--- config.mk ---
export PLATFORM = sky130hd
export DESIGN_NAME = bitmap_block_allocator
export DESIGN_NICKNAME = d
export VERILOG_FILES = /design/src/rtl/bba_pkg.sv /design/src/rtl/bba_ctrl.sv /design/src/rtl/bba_datapath.sv /design/src/rtl/bitmap_block_allocator.sv
export SDC_FILE = /design/constraint.sdc
export NUM_CORES = 1
export LEC_CHECK = 0
export ABC_AREA = 1
export BUFFER_PORTS_ARGS = -buffer_cell sky130_fd_sc_hd__buf_4
export CAP_MARGIN = 20
export CORE_UTILIZATION = 60
export DETAILED_ROUTE_END_ITERATION = 10
export GPL_ROUTABILITY_DRIVEN = 0
export PLACE_DENSITY = 0.77
export SLEW_MARGIN = 20
export SYNTH_ARGS = -nofsm -noshare
export SYNTH_HDL_FRONTEND = slang
export SYNTH_SLANG_ARGS = --single-unit
--- constraint.sdc ---
create_clock -name i_clk -period 4.7 [get_ports i_clk]
set_clock_uncertainty 0.05 [all_clocks]
set_input_delay 0.705 -clock i_clk [delete_from_list [all_inputs] [get_ports i_clk]]
set_output_delay 0.705 -clock i_clk [all_outputs]
set_load 0.03 [all_outputs]
--- src/rtl/bba_pkg.sv ---
package bba_pkg;

    // Built capacity of the occupancy map
    localparam int MAX_BLOCKS_DEF = 64;

    // Configuration register indexes
    localparam logic [1:0] CFG_POOL_BASE     = 2'd0;
    localparam logic [1:0] CFG_BLOCK_SIZE    = 2'd1;
    localparam logic [1:0] CFG_BLOCKS_IN_USE = 2'd2;

    // Reset values of the configuration registers
    localparam logic [31:0] POOL_BASE_RST     = 32'd0;
    localparam logic [15:0] BLOCK_SIZE_RST    = 16'd8;
    localparam logic [6:0]  BLOCKS_IN_USE_RST = 7'd64;

    // Operation codes
    localparam logic OP_ALLOC = 1'b0;
    localparam logic OP_FREE  = 1'b1;

    // Request and response payloads
    typedef struct packed {
        logic        operation;
        logic [31:0] free_address;
    } t_req;

    typedef struct packed {
        logic        ok;
        logic [31:0] block_address;
    } t_rsp;

    // Controller states
    typedef enum logic {
        ST_IDLE,
        ST_SCAN
    } t_state;

    // Controller to datapath
    typedef struct packed {
        logic load;    // capture request, restart walk at block 0
        logic step;    // advance to the next block
        logic finish;  // update map, write response register
    } t_cmd;

    // Datapath to controller
    typedef struct packed {
        logic hit;       // current block satisfies the request
        logic at_end;    // walk has passed the last managed block
        logic null_free; // free of address zero
        logic out_free;  // response register can take a result this cycle
    } t_status;

endpackage

--- src/rtl/bba_ctrl.sv ---
module bba_ctrl
    import bba_pkg::*;
(
    input  logic    i_clk,
    input  logic    i_rst_n,
    input  logic    i_in_valid,
    input  t_status i_status,
    output logic    o_in_ready,
    output t_cmd    o_cmd
);

    t_state r_state;
    t_state n_state;
    logic   w_done;

    // Walk ends on a match, past the last block, or on a null free
    assign w_done = i_status.hit | i_status.at_end | i_status.null_free;

    // State register
    always_ff @(posedge i_clk) begin
        if (!i_rst_n) begin
            r_state <= ST_IDLE;
        end else begin
            r_state <= n_state;
        end
    end

    // Next state
    always_comb begin
        n_state = r_state;
        case (r_state)
            ST_IDLE: begin
                if (i_in_valid) begin
                    n_state = ST_SCAN;
                end
            end
            ST_SCAN: begin
                if (w_done && i_status.out_free) begin
                    n_state = ST_IDLE;
                end
            end
            default: n_state = ST_IDLE;
        endcase
    end

    // Outputs
    always_comb begin
        o_in_ready = 1'b0;
        o_cmd      = '0;
        case (r_state)
            ST_IDLE: begin
                o_in_ready = 1'b1;
                o_cmd.load = i_in_valid;
            end
            ST_SCAN: begin
                // a finished walk holds while the response register is full
                o_cmd.finish = w_done & i_status.out_free;
                o_cmd.step   = ~w_done;
            end
            default: begin
                o_in_ready = 1'b0;
            end
        endcase
    end

endmodule

--- src/rtl/bba_datapath.sv ---
module bba_datapath
    import bba_pkg::*;
#(
    parameter int MAX_BLOCKS = MAX_BLOCKS_DEF
) (
    input  logic        i_clk,
    input  logic        i_rst_n,
    input  logic        i_cfg_we,
    input  logic [1:0]  i_cfg_index,
    input  logic [31:0] i_cfg_data,
    input  t_req        i_req,
    input  t_cmd        i_cmd,
    output t_status     o_status,
    output logic        o_out_valid,
    input  logic        i_out_ready,
    output t_rsp        o_out_data
);

    localparam int IDX_W = (MAX_BLOCKS > 1) ? $clog2(MAX_BLOCKS) : 1;
    localparam int CNT_W = $clog2(MAX_BLOCKS + 1);
    localparam int CMP_W = (CNT_W > 7) ? CNT_W : 7;
    localparam logic [CMP_W-1:0] MAX_CNT = CMP_W'(MAX_BLOCKS);

    logic [31:0]           r_pool_base;
    logic [15:0]           r_block_size;
    logic [6:0]            r_blocks_in_use;
    logic [MAX_BLOCKS-1:0] r_map;
    t_req                  r_req;
    logic [CNT_W-1:0]      r_idx;
    logic [31:0]           r_addr;
    logic                  r_out_valid;
    t_rsp                  r_out;

    logic [CMP_W-1:0] w_count;
    logic             w_at_end;
    logic             w_used;
    logic             w_hit;

    // Configuration registers
    always_ff @(posedge i_clk) begin
        if (!i_rst_n) begin
            r_pool_base     <= POOL_BASE_RST;
            r_block_size    <= BLOCK_SIZE_RST;
            r_blocks_in_use <= BLOCKS_IN_USE_RST;
        end else if (i_cfg_we) begin
            case (i_cfg_index)
                CFG_POOL_BASE:     r_pool_base     <= i_cfg_data;
                CFG_BLOCK_SIZE:    r_block_size    <= i_cfg_data[15:0];
                CFG_BLOCKS_IN_USE: r_blocks_in_use <= i_cfg_data[6:0];
                default:           r_pool_base     <= r_pool_base;
            endcase
        end
    end

    // Managed count, saturated to the built capacity
    assign w_count = (CMP_W'(r_blocks_in_use) > MAX_CNT) ? MAX_CNT
                                                          : CMP_W'(r_blocks_in_use);

    // Current block status
    assign w_at_end = (CMP_W'(r_idx) >= w_count);
    assign w_used   = r_map[r_idx[IDX_W-1:0]];
    assign w_hit    = ~w_at_end & ((r_req.operation == OP_ALLOC) ? ~w_used
                                                                 : (r_addr == r_req.free_address));

    assign o_status.hit       = w_hit;
    assign o_status.at_end    = w_at_end;
    assign o_status.null_free = (r_req.operation == OP_FREE) && (r_req.free_address == 32'd0);
    assign o_status.out_free  = ~r_out_valid | i_out_ready;

    // Request capture and walk: index and running start address
    always_ff @(posedge i_clk) begin
        if (i_cmd.load) begin
            r_req  <= i_req;
            r_idx  <= '0;
            r_addr <= r_pool_base;
        end else if (i_cmd.step) begin
            r_idx  <= r_idx + CNT_W'(1);
            r_addr <= r_addr + 32'(r_block_size);
        end
    end

    // Occupancy map
    always_ff @(posedge i_clk) begin
        if (!i_rst_n) begin
            r_map <= '0;
        end else if (i_cmd.finish && w_hit && !o_status.null_free) begin
            r_map[r_idx[IDX_W-1:0]] <= (r_req.operation == OP_ALLOC);
        end
    end

    // Response register
    always_ff @(posedge i_clk) begin
        if (!i_rst_n) begin
            r_out_valid <= 1'b0;
        end else if (i_cmd.finish) begin
            r_out_valid <= 1'b1;
        end else if (i_out_ready) begin
            r_out_valid <= 1'b0;
        end
    end

    always_ff @(posedge i_clk) begin
        if (i_cmd.finish) begin
            r_out.ok            <= w_hit & ~o_status.null_free;
            r_out.block_address <= (w_hit && r_req.operation == OP_ALLOC) ? r_addr : 32'd0;
        end
    end

    assign o_out_valid = r_out_valid;
    assign o_out_data  = r_out;

endmodule

--- src/rtl/bitmap_block_allocator.sv ---
// Channel   | Signals                                        | Direction
// ----------+------------------------------------------------+-----------
// request   | i_in_valid, o_in_ready, i_in_data (t_req)      | in
// response  | o_out_valid, i_out_ready, o_out_data (t_rsp)   | out
// config    | i_cfg_valid, o_cfg_ready, i_cfg_index, i_cfg_data | in
//
// One request at a time. The accept cycle is followed by a walk over the
// blocks, one block per cycle, ending on the first matching block, past
// the last managed block if none matches; a null free takes no step.
// Reset (i_rst_n low, synchronous) marks every block free and loads the
// register defaults. A full response register stalls the end of the walk;
// the next request is taken as soon as the result is written.
module bitmap_block_allocator
    import bba_pkg::*;
#(
    parameter int MAX_BLOCKS = MAX_BLOCKS_DEF
) (
    input  logic        i_clk,
    input  logic        i_rst_n,
    input  logic        i_in_valid,
    output logic        o_in_ready,
    input  t_req        i_in_data,
    output logic        o_out_valid,
    input  logic        i_out_ready,
    output t_rsp        o_out_data,
    input  logic        i_cfg_valid,
    output logic        o_cfg_ready,
    input  logic [1:0]  i_cfg_index,
    input  logic [31:0] i_cfg_data
);

    t_cmd    w_cmd;
    t_status w_status;

    // Configuration is always taken
    assign o_cfg_ready = 1'b1;

    bba_ctrl u_ctrl (
        .i_clk      (i_clk),
        .i_rst_n    (i_rst_n),
        .i_in_valid (i_in_valid),
        .i_status   (w_status),
        .o_in_ready (o_in_ready),
        .o_cmd      (w_cmd)
    );

    bba_datapath #(
        .MAX_BLOCKS (MAX_BLOCKS)
    ) u_datapath (
        .i_clk       (i_clk),
        .i_rst_n     (i_rst_n),
        .i_cfg_we    (i_cfg_valid & o_cfg_ready),
        .i_cfg_index (i_cfg_index),
        .i_cfg_data  (i_cfg_data),
        .i_req       (i_in_data),
        .i_cmd       (w_cmd),
        .o_status    (w_status),
        .o_out_valid (o_out_valid),
        .i_out_ready (i_out_ready),
        .o_out_data  (o_out_data)
    );

endmodule
# After elaboration in Yosys (flattened, before gate mapping)
# Index checks and enable logic that the tools add are counted.
[word_totals] inputBits=72 register_bits=226 word_cells=65 output_inout_bits=36
[op_classes] order_cmp=4 eq_ne=3 bitwise=13 n_mux=17 add_sub_neg=2 n_reduce_logical=14
[ops] operator="bitwise mux 64 bit" count=1
[ops] operator="2-to-1 mux 32 bit" count=2
[ops] operator="adder 32 x 16 -> 32 bit" count=1
[ops] operator="== test 32 bit" count=1
[ops] operator="logical NOT 32 bit" count=1
[ops] operator="2-to-1 mux 1 bit" count=9
[ops] operator="adder 7 x 1 -> 7 bit, second input constant" count=1
[ops] operator=">= comparator 7 bit" count=1
[ops] operator="greater-than comparator 7 bit, second input constant" count=1
[ops] operator="less-than comparator 6 x 7 -> 1 bit, second input constant" count=1
[ops] operator="2-to-1 mux 7 bit" count=1
[ops] operator="NOT 1 bit" count=7
[ops] operator="binary-select mux 1 bit (select 6 bit)" count=1
[ops] operator="demux 1 bit (select 6 bit)" count=1
[ops] operator=">= comparator 6 x 1 -> 1 bit, second input constant" count=1
[ops] operator="logical AND 1 bit" count=6
[ops] operator="AND reduction 2 bit" count=3
[ops] operator="nonzero test 2 bit" count=2
[ops] operator="AND 1 bit" count=3
[ops] operator="OR 1 bit" count=3
[ops] operator="== test 2 x 1 -> 1 bit, second input constant" count=1
[ops] operator="== test 2 bit, second input constant" count=1
[ops] operator="logical NOT 2 bit" count=1
[ops] operator="2-to-1 mux 2 bit" count=1
[ops] operator="2 further kinds" count=2

# Longest topological paths before layout
[logic_depth] ltp_word=11 mapped_depth=20 ltp_nobuf=18

# Hierarchy
# From an unflattened synthesis, not the netlist that was laid out.
[hier_totals] hier_cells=1598 hier_area_um2=11652.4
[modules_own_cells] module="bba_datapath" seq_area_each_um2=5485.3 area_per_inst_um2=11569.8 instances=1 cells_each=1583
[modules_own_cells] module="bba_ctrl" seq_area_each_um2=20.0 area_per_inst_um2=71.3 instances=1 cells_each=13
[modules_own_cells] module="bitmap_block_allocator" seq_area_each_um2=0.0 area_per_inst_um2=11.3 instances=1 cells_each=2

# Least setup slack after synthesis
# OpenSTA, ideal clock, no wires.
[synth_path] path_type="register -> register" startpoint="register u_datapath.r_blocks_in_use[2]" endpoint="register u_datapath.r_addr[0] (enable)" n_path_buf=0 setup_ps=390 setup_slack_ps=1417 t_required_ps=4260 t_arrival_ps=2843 period_less_slack_ps=3283 path_stages_with_launch=13 cell_sequence="dfxtp_1 nor4_1 nand3_1 nand2_1 nand2_1 ha_1 a21oi_1 o21ai_0 nand4_1 o2111ai_1 nor2_1 nand3_1 nand2_1"
[synth_between] elab_chain_len=10
[synth_rtl] item="from (decl)" line="bba_datapath.sv:26" rtl="logic [6:0] r_blocks_in_use;"
[synth_rtl] item="from (signal assigned)" line="bba_datapath.sv:49" rtl="CFG_BLOCKS_IN_USE: r_blocks_in_use <= i_cfg_data[6:0];"
[synth_rtl] item="greater-than comparator 7 bit" line="bba_datapath.sv:56" rtl="assign w_count = (CMP_W'(r_blocks_in_use) > MAX_CNT) ? MAX_CNT"
[synth_rtl] item="2-to-1 mux 7 bit *" line="bba_datapath.sv:56"
[synth_rtl] item=">= comparator 7 bit *" line="bba_datapath.sv:60" rtl="assign w_at_end = (CMP_W'(r_idx) >= w_count);"
[synth_rtl] item="NOT 1 bit" line="bba_datapath.sv:62" rtl="assign w_hit = ~w_at_end & ((r_req.operation == OP_ALLOC) ? ~w_used"
[synth_rtl] item="AND 1 bit" line="bba_datapath.sv:62"
[synth_rtl] item="OR 1 bit * (2 in a row)" line="bba_ctrl.sv:17" rtl="assign w_done = i_status.hit | i_status.at_end | i_status.null_free;"
[synth_rtl] item="NOT 1 bit *" line="bba_ctrl.sv:58" rtl="o_cmd.step = ~w_done;"
[synth_rtl] item="2-to-1 mux 2 bit *" line="bba_ctrl.sv:50" rtl="case (r_state)"
[synth_rtl] item="nonzero test 2 bit (no source line) *"
[synth_rtl] item="to (signal assigned)" line="bba_datapath.sv:75" rtl="r_addr <= r_pool_base;"
[synth_rtl] item="to (signal assigned)" line="bba_datapath.sv:78" rtl="r_addr <= r_addr + 32'(r_block_size);"
[synth_rtl] item="to (decl)" line="bba_datapath.sv:30" rtl="logic [31:0] r_addr;"
# Every way passes the cells marked *; elsewhere a longest branch is shown, timed or not.
# A chain may end at the register's enable or synchronous reset.

# Worst setup path after layout
[layout_path] startpoint="register u_datapath.r_blocks_in_use[2]" endpoint="register u_datapath.r_map[57]"
[layout_between] elab_chain_len=11
[layout_rtl] item="greater-than comparator 7 bit" line="bba_datapath.sv:56"
[layout_rtl] item="2-to-1 mux 7 bit *" line="bba_datapath.sv:56"
[layout_rtl] item=">= comparator 7 bit *" line="bba_datapath.sv:60"
[layout_rtl] item="NOT 1 bit" line="bba_datapath.sv:62"
[layout_rtl] item="AND 1 bit" line="bba_datapath.sv:62"
[layout_rtl] item="OR 1 bit (2 in a row)" line="bba_ctrl.sv:17"
[layout_rtl] item="AND 1 bit" line="bba_ctrl.sv:57" rtl="o_cmd.finish = w_done & i_status.out_free;"
[layout_rtl] item="2-to-1 mux 2 bit" line="bba_ctrl.sv:50"
[layout_rtl] item="logical AND 1 bit * (2 in a row)" line="bba_datapath.sv:86" rtl="end else if (i_cmd.finish && w_hit && !o_status.null_free) begin"
[layout_rtl] item="to (signal, indexed assignment)" line="bba_datapath.sv:87" rtl="r_map[r_idx[IDX_W-1:0]] <= (r_req.operation == OP_ALLOC);"
[layout_rtl] item="to (decl)" line="bba_datapath.sv:27" rtl="logic [MAX_BLOCKS-1:0] r_map;"
# Marks and branches as above.

==> qor.csv <==
metric,value,unit
status,completed,
worst slew pin tran,1120,ps
Worst Path Max Fanout,34,
WP data required,5060,ps
CTS-repair resized insts,0,
CP arrival,3850,ps
vias in the first global route,9924,
Pleak,5.62,nW
Max-cap violations,0,
post-route ant nets,0,
count of final hold-check violations,0,
depth of the CTS H-tree,1,
CTS tree,yes,
fin util,70.4,%
setup_tns,0,ps
Final #Nets,1746,
Main synth FF type,dfxtp_1,
fraction of layout cells with a size suffix above 1,10.6,%
initial antenna violation count,0,
IO Pins,108,
Syn Nets,1664,
CP Buf/Inv Count,1,
Post-Synthesis Cells,1567,
sequential fraction of the synthesis area,48.1,%
Initial Util,61.2,%
Pint,3.72,mW
Mapped Area,11500,sq um
DIE WIDTH,140,microns
fmax,0.287,GHz
TritonRoute pass-1 iters,6,
largest net degree at the start of global routing,75,
final wirelength,29200,microns
yosys warns,0,
Worst-path clk slew,60,ps
grt ovf,0,
maximum VDD drop,0.000338,V
Comb pwr share,19.9,%
synth top area cells,"edfxtp_1 (26%), dfxtp_1 (22%), nand2_1 (14%), nor2_1 (13%), o21ai_0 (4.0%)",
die extent in y,140,microns
fin. max-slew vios,0,
final setup fails,0,
IO Port Bufs,106,
Sw Share,30.3,%
Row Count,50,
CP max stage delay,420,ps
ys async rst share,0,%
Rel. slew slack,25.5,%
"Clk Latency, worst-skew pair",520,ps
Startpoint Class,flip-flop,
Post-CTS Hold Fix Bufs,0,
Reg power frac,43.7,%
worst-path cell chain,nor4_1 > nand3_1 > nand2_1 > nand2_1 > ha_1 > a21oi_1 > o21ai_0 > nand4_1 > o2111ai_1 > nor2_1 > nand4_4 > buf_4 > nor2_1 > nand2_1 > nand2_1 > nor2_1,
Root Buffer,clkbuf_16,
DR vias/cell,5.43,
post-CTS setup buffer count,0,
CP endpoint kind,flip-flop,
Global Route Usage Sum,30.3,%
period utilization,74.2,%
core area,18700,sq um
first-pass GRT wire length,47700,microns
Vias,10330,
library cells used by synthesis,41,
DR WL/cell,15.4,microns
Overall Power,5.33,mW
hold slack,307,ps
Iteration-0 DRC Markers,730,
Worst path top cell family by delay,simple AND/OR/NAND/NOR gates,
Synth top area share,25.7,%
cell mode on critical path,nand2_1,
Switch Pwr,1.61,mW
post-DP HPWL,19400,microns
"flops & latches, synth",226,
"commonest non-fill, non-tap cells in the layout","nand2_1 (431), nor2_1 (393), dfxtp_1 (128)",
clock share of power,36.4,%
"most common cell after layout, fill and taps aside",nand2_1,
Syn Area/Cell,7.31,sq um
worst setup path class,reg2reg,
Post-synth EDFFs,98,
maximum clock path buffer count,3,
CP max-delay cell,nand4_4,
fin crit period,3490,ps
Hold Path Class,in2reg,
die footprint,19600,sq um
synth-to-layout area growth,15.0,%
pwr dens,405,nW/um^2
largest area contributor in the netlist,edfxtp_1,
Num CTS Buffers,24,
# clock sinks,226,
ant diodes,0,
RSZ-0062 raised after global routing,false,
Remaining DRCs,0,
## stage by stage
stage / cells / area, sq um / worst slack, ps
global route: 1901 / 13200 / 888
CTS: 1901 / 13200 / 1260
global placement: 1857 / 12400 / 1460
detailed placement: 1857 / 12400 / 1260
floorplan: 1567 / 11500 / 1420
finish: 1901 / 13200 / 1210
## synthesized netlist by cell type, types with 2 or more instances
library cell  instances
nand2_1             431
nor2_1              394
dfxtp_1             128
inv_1               111
edfxtp_1             98
o21ai_0              91
nand3_1              55
a21oi_1              37
clkbuf_1             36
ha_1                 24
nor3_1               18
xor2_1               16
buf_2                15
nand4_1              14
xnor2_1              11
nor4_1                9
o21ai_1               9
or2_2                 9
a31oi_1               8
a21o_1                5
buf_1                 5
buf_4                 5
nor3_2                5
o211ai_1              4
inv_2                 3
o22ai_1               3
o31ai_1               3
or2_1                 3
and2_0                2
nor2_2                2
o2111ai_1             2
or2_0                 2
## logic make-up (layout without fill, tap and decap cells)
| logic type | count (synthesis) | count (layout) | share of synthesized area [%] |
|---|---|---|---|
| simple gates | 946 | 946 | 33.2 |
| other cells | 1 | 1 | 0.0327 |
| xor+xnor | 27 | 27 | 2.06 |
| compound gates | 166 | 166 | 7.79 |
| buf+inv | 176 | 276 | 6.10 |
| fa+ha+maj | 25 | 25 | 2.80 |
| flops | 226 | 226 | 48.1 |
## final timing paths
kind | startpoint | end | slack (ps) | cells past startpoint
max | u_datapath.r_blocks_in_use[2]$_SDFFE_PN0P_ | u_datapath.r_map[57]$_SDFFE_PN0P_ | 1210 | 16
max reg2reg | u_datapath.r_blocks_in_use[2]$_SDFFE_PN0P_ | u_datapath.r_map[57]$_SDFFE_PN0P_ | 1210 | 16
min reg2reg | u_datapath.r_blocks_in_use[4]$_SDFFE_PN0P_ | u_datapath.r_blocks_in_use[4]$_SDFFE_PN0P_ | 410 | 2
min | i_in_data[18] | u_datapath.r_req[18]$_DFFE_PP_ | 310 | 1
## cell type report
class                   instances  area [sq um]
clock buffers                  30           664
clock inverters                14           139
fillers                      1584          5530
inverters                     115           432
multi-input cells            1165          5260
flip-flops and latches        226          5510
well taps                     234           293
repair buffers                117           878
## flip-flops by register name (all words and copies together) (netlist names)
| name | cells |
|---|---|
| u_ctrl.r_state | 1 |
| u_datapath.o_out_data | 33 |
| u_datapath.o_out_valid | 1 |
| u_datapath.r_addr | 32 |
| u_datapath.r_block_size | 16 |
| u_datapath.r_blocks_in_use | 7 |
| u_datapath.r_idx | 7 |
| u_datapath.r_map | 64 |
| u_datapath.r_pool_base | 32 |
| u_datapath.r_req | 33 |
## power groups by stage
stage | Clock [mW] | Sequential, mW | Combinational, mW
after floorplan | 0 | 2.37 | 0.716
after global placement | 0 | 2.36 | 1.03
after detailed placement | 0 | 2.37 | 1.05
after CTS | 1.97 | 2.33 | 1.06
after global routing | 2.03 | 2.34 | 1.18
final | 1.94 | 2.33 | 1.06
## per-layer routing
layer  GRT usage, %  share of wire (%)
met1           37.4                 41
met2           53.5                 49
met3           3.73                6.1
met4           12.6                3.9
met5              0                  0
No activity file was read; power rests on OpenSTA's default activity.
